### src/hw/rtl/zpnf_pkg.sv
// shared constants, types and the reciprocal table of the neighbour fill block
package zpnf_pkg;

    localparam int MAX_WIDTH   = 1024;
    localparam int COL_W       = $clog2(MAX_WIDTH);
    localparam int ROW_W       = 16;
    localparam int PIX_W       = 8;
    localparam int FW_W        = 11;
    localparam int FH_W        = 16;
    localparam int SUM_W       = 11;
    localparam int CNT_W       = 4;
    localparam int RECIP_W     = 15;
    localparam int RECIP_SHIFT = 14;
    localparam int PROD_W      = SUM_W + RECIP_W;
    localparam int ROT_W       = 2;

    localparam int CFG_INDEX_W = 2;
    localparam int CFG_DATA_W  = 16;

    // configuration register indexes
    localparam logic [CFG_INDEX_W-1:0] REG_FRAME_WIDTH  = 2'd0;
    localparam logic [CFG_INDEX_W-1:0] REG_FRAME_HEIGHT = 2'd1;

    // result slots of one pixel step, in emission order
    localparam logic [1:0] SLOT_PREV_LEFT = 2'd0;
    localparam logic [1:0] SLOT_PREV_HERE = 2'd1;
    localparam logic [1:0] SLOT_CUR_LEFT  = 2'd2;
    localparam logic [1:0] SLOT_CUR_HERE  = 2'd3;

    typedef enum logic [2:0] {
        ST_IDLE,
        ST_LOAD,
        ST_SUM,
        ST_FILL,
        ST_EMIT
    } zpnf_state_t;

    typedef struct packed {
        logic       accept;
        logic       load_win;
        logic       calc_sum;
        logic       calc_fill;
        logic       emit;
        logic [1:0] slot;
        logic       finish;
    } zpnf_cmd_t;

    typedef struct packed {
        logic [3:0] slot_mask;
        logic       out_free;
    } zpnf_status_t;

    // ceil(2^14 / n): exact floor division for sums below 2048, zero for n = 0
    function automatic logic [RECIP_W-1:0] recip(input logic [CNT_W-1:0] n);
        logic [RECIP_W-1:0] r;
        unique case (n)
            4'd1:    r = 15'd16384;
            4'd2:    r = 15'd8192;
            4'd3:    r = 15'd5462;
            4'd4:    r = 15'd4096;
            4'd5:    r = 15'd3277;
            4'd6:    r = 15'd2731;
            4'd7:    r = 15'd2341;
            4'd8:    r = 15'd2048;
            default: r = 15'd0;
        endcase
        return r;
    endfunction

endpackage

### src/hw/rtl/zpnf_ctrl.sv
// sequencing state machine of the neighbour fill block
module zpnf_ctrl (
    input  logic                  clk,
    input  logic                  rst_n,
    input  logic                  pixel_valid,
    output logic                  pixel_ready,
    input  zpnf_pkg::zpnf_status_t status,
    output zpnf_pkg::zpnf_cmd_t    cmd
);

    import zpnf_pkg::*;

    zpnf_state_t state_reg;
    zpnf_state_t state_next;
    logic [1:0]  slot_reg;
    logic [1:0]  slot_next;

    always_ff @(posedge clk or negedge rst_n)
    begin
        if (!rst_n)
        begin
            state_reg <= ST_IDLE;
            slot_reg  <= SLOT_PREV_LEFT;
        end
        else
        begin
            state_reg <= state_next;
            slot_reg  <= slot_next;
        end
    end

    always_comb
    begin
        state_next  = state_reg;
        slot_next   = slot_reg;
        cmd         = '0;
        cmd.slot    = slot_reg;
        pixel_ready = 1'b0;
        unique case (state_reg)
            ST_IDLE:
            begin
                pixel_ready = 1'b1;
                if (pixel_valid)
                begin
                    cmd.accept = 1'b1;
                    state_next = ST_LOAD;
                end
            end
            ST_LOAD:
            begin
                cmd.load_win = 1'b1;
                state_next   = ST_SUM;
            end
            ST_SUM:
            begin
                cmd.calc_sum = 1'b1;
                state_next   = ST_FILL;
            end
            ST_FILL:
            begin
                cmd.calc_fill = 1'b1;
                slot_next     = SLOT_PREV_LEFT;
                state_next    = ST_EMIT;
            end
            ST_EMIT:
            begin
                // skip empty slots, wait on a full output register
                if (!status.slot_mask[slot_reg] || status.out_free)
                begin
                    cmd.emit = status.slot_mask[slot_reg];
                    if (slot_reg == SLOT_CUR_HERE)
                    begin
                        cmd.finish = 1'b1;
                        state_next = ST_IDLE;
                    end
                    else
                    begin
                        slot_next = slot_reg + 2'd1;
                    end
                end
            end
            default:
            begin
                state_next = ST_IDLE;
            end
        endcase
    end

endmodule

### config.mk
export PLATFORM = sky130hd
export DESIGN_NAME = zpnf_ctrl
export DESIGN_NICKNAME = d
export VERILOG_FILES = /design/src/hw/rtl/zpnf_pkg.sv /design/src/hw/rtl/zpnf_ctrl.sv
export SDC_FILE = /design/constraint.sdc
export NUM_CORES = 1
export LEC_CHECK = 0
export BUFFER_PORTS_ARGS = -buffer_cell sky130_fd_sc_hd__buf_2
export CORE_AREA = 4 4 41 43
export DETAILED_ROUTE_END_ITERATION = 10
export DIE_AREA = 0 0 45 47
export PLACE_DENSITY_LB_ADDON = 0.05
export SLEW_MARGIN = 20
export SYNTH_ARGS = -nofsm -noshare
export SYNTH_HDL_FRONTEND = slang
export SYNTH_SLANG_ARGS = --single-unit
### constraint.sdc
create_clock -name clk -period 3.5 [get_ports clk]
set_input_delay 0.175 -clock clk [delete_from_list [all_inputs] [get_ports clk]]
set_output_delay 0.175 -clock clk [all_outputs]
set_load 0.05 [all_outputs]
==> results of run 1 <==
==> worst register-to-register path, delay by kind of cell, from the launching register on <==
kind	cells	cell delay [ns]
AO/OA/AOI/OAI	1	0.14
flip-flops	1	0.49
multiplexers	1	0.31
AND/OR/NAND/NOR	2	0.62
==> cell usage in the layout, fill, tap and decap left out <==
master,count
nor2_1,1
inv_1,4
nor3_1,5
nand3_1,1
or4_1,1
a21oi_1,1
and2_1,1
nand2_1,4
or3_2,1
and4_2,1
buf_2,16
nor3b_4,1
nor3b_1,2
a21boi_0,1
o211ai_1,1
clkbuf_4,3
clkbuf_1,1
nand3b_1,1
ha_1,1
dfrtp_1,5
o21ai_0,2
o31ai_1,1
dlygate4sd3_1,1
or2_2,1
mux2i_1,2
==> Yosys cell counts, drive strengths merged <==
master,count
nor2,1
and2,1
mux2i,2
or4,1
dfrtp,5
and4,1
nand3,1
a21oi,1
nand3b,1
o211ai,1
nor3,5
inv,4
o31ai,1
a21boi,1
or3,1
nand2,4
or2,1
nor3b,3
ha,1
o21ai,2
==> report_power, final <==
part / switching, W / internal (W)
Clock: 0.0000222 / 0.0000430
Sequential: 0.0000393 / 0.0000793
Combinational: 0.000176 / 0.0000665
==> per-layer routing <==
metal / up-vias / GRT usage (%)
met3: 2 / 1.15
met5: - / 0
met2: 11 / 16.9
li1: 180 / -
met1: 159 / 9.95
met4: 0 / 11.1
==> cell type report <==
cell class,count,area [µm²],share of cell area [%]
multi-input cells,29,198,41.8
flip-flops and latches,5,125,26.5
repair buffers,17,90.1,19.0
clock buffers,4,26.3,5.56
well taps,15,18.8,3.97
inverters,4,15.0,3.17
==> metrics by stage <==
step,std cells,hold slack [ns]
after floorplan,38,-0.121
final,74,0.226
after CTS,74,0.232
after global routing,74,0.286
after global placement,69,-0.00818
after detailed placement,69,-0.00560
==> path summary, 6_finish.rpt <==
check                                         start                        to  slack, ns  cells after the start
min                                     pixel_valid  state_reg[0]$_DFFE_PN0P_       0.23                      3
min in group asynchronous                     rst_n  state_reg[1]$_DFFE_PN0P_       0.28                      2
max reg2reg                 slot_reg[1]$_DFFE_PN0P_   slot_reg[1]$_DFFE_PN0P_       1.87                      4
max in group asynchronous                     rst_n   slot_reg[1]$_DFFE_PN0P_       3.09                      2
min reg2reg                state_reg[2]$_DFFE_PN0P_  state_reg[0]$_DFFE_PN0P_       0.54                      1
max                         slot_reg[1]$_DFFE_PN0P_                    cmd[0]       1.66                      4
==> cells by family after synthesis <==
kind of cell               after synthesis
DFF                                      5
muxes                                    2
adders and majority gates                1
AOI/OAI and AO/OA                        6
buffers and inverters                    4
and+or+nand+nor                         20
==> timing repair <==
item / in CTS / in global routing
hold buffers: 1 / 0
endpoints found under the hold margin: 5 / 0
setup buffers: 0 / 0
endpoints found under the setup margin: 0 / 0
==> results.cfg, run 1 <==
[floorplanning]
num_io_pins = 17
start_util_pct = 26.0
fp-row-count = 13
coreArea_um2 = 1300
dieWidth_um = 45
die-area_um2 = 2120
die_y_um = 47

[routing]
wl_met3_um = 54
top_layer = met4
drt-initial-drc-count = 0
vias_per_cell = 4.76
detail-route-antenna-nets = 0
routed_wl_um = 876
m1WireLength_um = 368
drcViolationCount = 0
dr_wl_met2_um = 441
vias = 352
routedWlPerCell_um = 11.8
drtPass1Iterations = 1

[setup_path]
cp.arrival_ns = 1.67
critPathMaxStageDelay_ns = 0.49
worstPathMaxFanout = 6
start_kind = register
cp_slowest_cell = dfrtp_1
crit_required_ns = 3.32
crit_chain = mux2i_1, o31ai_1, nor3_1, buf_2
timing.critical_path.buf_inv = 1
path_delay_family = flip-flops
crit_type = reg2out
critPathCaptureType = output pin

[finish]
drive_above_1_share_pct = 39.0
fin_nets = 69
nFillCells = 140
postLayoutCellArea_um2 = 473
postLayoutCoreUtil_pct = 36.3
largest_reg_flops = 3
diodes = 0
syn_to_final_growth_pct = 40.0

[placed_design]
io_buffer_count = 16
post-place-ws_ns = 1.90
place_area_um2 = 437
gp_congestion = 0.797
dp_hpwl_um = 727

[synth]
syn-cell-area_um2 = 338
avgSynthCellArea_um2 = 8.89
synth_compound_area_share_pct = 11.1
synth.top_cell.area_share_pct = 37.0
synth_area_leaders = dfrtp_1 (37%), nor3_1 (7.4%), mux2i_1 (5.9%)
synthDistinctLibCells = 21
synth_top_family_by_area = simple AND/OR/NAND/NOR gates
synthSimpleGateAreaFrac_pct = 37.8
synth_area_leader_cell = dfrtp_1
syn-num-nets = 47
yosys-mux-area-fraction_pct = 5.93
yosys.area_share.adder_pct = 3.70
ys_seq_elements = 5
seq_area_frac_synth_pct = 37.0
synthCells = 38
synth.yosys.warnings = 0
synthXorXnorAreaFrac_pct = 0

[sta]
tns_ns = 0
rsz0062_at_grt = no
drv_slew = 0
period_needed_ns = 1.84
worstMarginPinSlew_ns = 0.456
hold_viol = 0
finalClockSkew_ns = 0.00296
final-setup-viol-count = 0
fin_ws_ns = 1.66
max_slew_margin_pct = 69.4
fmax_mhz = 543
post-route-period-util_pct = 52.6

[power_and_ir_drop]
power_w = 0.000426
p_per_area_nw_per_um2 = 900
p_leak_nw = 0.242
irDropWorstVdd_v = 0.000231

[global_route]
grt_use_total_pct = 9.94
grt_pass1_wl_mm = 1.52
grt_max_degree = 8
grt-ovfl-total = 0
antenna_found_initial = 0
grt_pass1_vias = 410

[clock_network]
clkSinkCount = 5
insertion_delay_ns = 0.24
cts-root-buf = clkbuf_4
h-tree-depth = 1
cts.path.max_buffers = 2
clk_pin_slew_worst_paths_ns = 0.04
cts_made_buffers = 3
cts_repair_resize_count = 0
cts_tree = yes

[run]
drv_cap = 0

[hold_path]
hp-class = in2reg

[status]
status = finished clean
Power figures use the tool's default switching activity.
==> run 2, diff against run 1 <==
--- a/config.mk
+++ b/config.mk
@@ -5,6 +5,7 @@
 export SDC_FILE = /design/constraint.sdc
 export NUM_CORES = 1
 export LEC_CHECK = 0
+export ABC_AREA = 1
 export BUFFER_PORTS_ARGS = -buffer_cell sky130_fd_sc_hd__buf_2
 export CORE_AREA = 4 4 41 43
 export DETAILED_ROUTE_END_ITERATION = 10
==> constraint.sdc (replaced) <==
create_clock -name clk -period 1.6 [get_ports clk]
set_input_delay 0.08 -clock clk [delete_from_list [all_inputs] [get_ports clk]]
set_output_delay 0.08 -clock clk [all_outputs]
set_load 0.05 [all_outputs]
==> results.cfg, run 2 <==
[sta]
hold_viol = 0
timing.hold.ws_ns = 0.175
max_slew_margin_pct = 83.4
worstMarginPinSlew_ns = 0.251
fmax_mhz = 675
period_needed_ns = 1.48
rsz0062_at_grt = no
tns_ns = 0
drv_slew = 0
fin_ws_ns = 0.119
post-route-period-util_pct = 92.6
finalClockSkew_ns = 0.00128
final-setup-viol-count = 0

[finish]
postLayoutCellArea_um2 = 564
syn_to_final_growth_pct = 41.4
largest_reg_flops = 3
drive_above_1_share_pct = 46.6
layout_common_cells = buf_2 (14), nand2_1 (11), inv_1 (9)
diodes = 0
final_common_cell = buf_2
fin_nets = 83

[synth]
synth_edf_count = 0
synth.yosys.warnings = 0
synthCells = 52
seq_area_frac_synth_pct = 31.3
synth_area_leader_cell = dfrtp_1
synth_area_leaders = dfrtp_1 (31%), nand2_1 (10%), inv_1 (8.5%)
synthArstFlopShare_pct = 100
synth.top_cell.area_share_pct = 31.3
ys.flop_type = dfrtp_1
avgSynthCellArea_um2 = 7.68
synthTopCellsByCount = nand2_1 (11), inv_1 (9), nand3_1 (6), dfrtp_1 (5), nor2_1 (5)
synthDistinctLibCells = 15
syn-cell-area_um2 = 399
synth_most_common_cell = nand2_1
ys_seq_elements = 5
syn-num-nets = 61

[placed_design]
post-place-ws_ns = 0.294
dp_hpwl_um = 714
place_area_um2 = 517
gp_congestion = 0.655
io_buffer_count = 16

[clock_network]
clkSinkCount = 5
cts.path.max_buffers = 2
cts_tree = yes
h-tree-depth = 1
insertion_delay_ns = 0.24
clk_pin_slew_worst_paths_ns = 0.04
cts_made_buffers = 3
cts-root-buf = clkbuf_4

[setup_path]
rr_startpoint = state_reg[2]$_DFFE_PN0P_
crit_required_ns = 1.52
cp.arrival_ns = 1.40
cp-startpoint = slot_reg[0]$_DFFE_PN0P_
worstPathMaxFanout = 6
start_kind = register
critPathCaptureType = output pin
crit_type = reg2out

[run]
drv_cap = 0

[status]
status = finished clean

[power_and_ir_drop]
p_per_area_nw_per_um2 = 1990
p_leak_nw = 0.329
irDropWorstVdd_v = 0.000737

[global_route]
grt_pass1_vias = 348
antenna_found_initial = 0
grt_max_degree = 7
grt-ovfl-total = 0
grt_pass1_wl_mm = 1.40
grt_use_total_pct = 9.52

[hold_path]
hp-class = in2async

[routing]
drtPass1Iterations = 4
vias = 392
detail-route-antenna-nets = 0
drt-initial-drc-count = 6
vias_per_cell = 4.45
routed_wl_um = 841
routedWlPerCell_um = 9.56
drcViolationCount = 0

[floorplanning]
die_y_um = 47
fp-row-count = 13
coreArea_um2 = 1300
dieWidth_um = 45
num_io_pins = 17
die-area_um2 = 2120
start_util_pct = 30.7
==> run 2: layout make-up <==
| class | instances | area, µm² |
|---|---|---|
| fill | 143 | 737 |
| clock buffer | 4 | 26.3 |
| sequential | 5 | 126 |
| multi-input combinational | 36 | 256 |
| inverter | 11 | 41.3 |
| timing repair buffer | 17 | 95.1 |
| tap | 15 | 18.8 |
==> run 2: logic make-up (layout without fill, tap and decap cells) <==
kind of cell,after synthesis,in the layout,synth area share (%)
AO/OA/AOI/OAI,1,1,1.57
adder cells (fa/ha/maj),1,1,3.13
buffers and inverters,11,32,10.3
flip-flops,5,5,31.3
AND/OR/NAND/NOR,34,34,53.6
==> run 2: final timing paths <==
check / endpoint / slack [ns] / cells past startpoint
max: cmd[3] / 0.12 / 6
min: slot_reg[1]$_DFFE_PN0P_ / 0.17 / 2
max reg2reg: slot_reg[0]$_DFFE_PN0P_ / 0.40 / 6
min reg2reg: state_reg[1]$_DFFE_PN0P_ / 0.55 / 1
max in group asynchronous: slot_reg[0]$_DFFE_PN0P_ / 1.29 / 2
min in group clk: state_reg[0]$_DFFE_PN0P_ / 0.23 / 5
==> run 2: through the flow <==
| step | total power, W | cells | utilization [%] |
|---|---|---|---|
| after CTS | 0.00113 | 88 | 42.5 |
| after global placement | 0.000983 | 83 | 39.7 |
| after detailed placement | 0.000978 | 83 | 39.7 |
| after floorplan | 0.000842 | 52 | - |
| after global routing | 0.00122 | 88 | 43.4 |
| final | 0.00112 | 88 | 43.4 |
==> run 2: critical path: stages, from the launching register on <==
cell	delay, ns
dfrtp_2	0.43
inv_1	0.10
nand2_1	0.07
nand3_2	0.10
nand3_1	0.13
nor3_4	0.12
buf_4	0.21
==> run 2: repair_timing <==
item                                    4_1_cts  5_1_grt
resized for setup                             0        5
endpoints found under the hold margin         5        0
hold buffers                                  1        0
endpoints found under the setup margin        0        2
setup buffers                                 0        0
==> run 2: where the power goes <==
part | internal, W | switching [W] | total, W
combinational | 0.000189 | 0.000543 | 0.000731
sequential | 0.000178 | 0.0000684 | 0.000246
clock | 0.0000941 | 0.0000492 | 0.000143
==> run 2: metal layers <==
metal / up-vias / part of all wire, % / global-route usage, %
met5: - / 0 / 0
met4: 0 / 3.0 / 10.5
met3: 4 / 5.4 / 1.15
met2: 10 / 46 / 13.0
met1: 172 / 45 / 12.2
li1: 206 / - / -
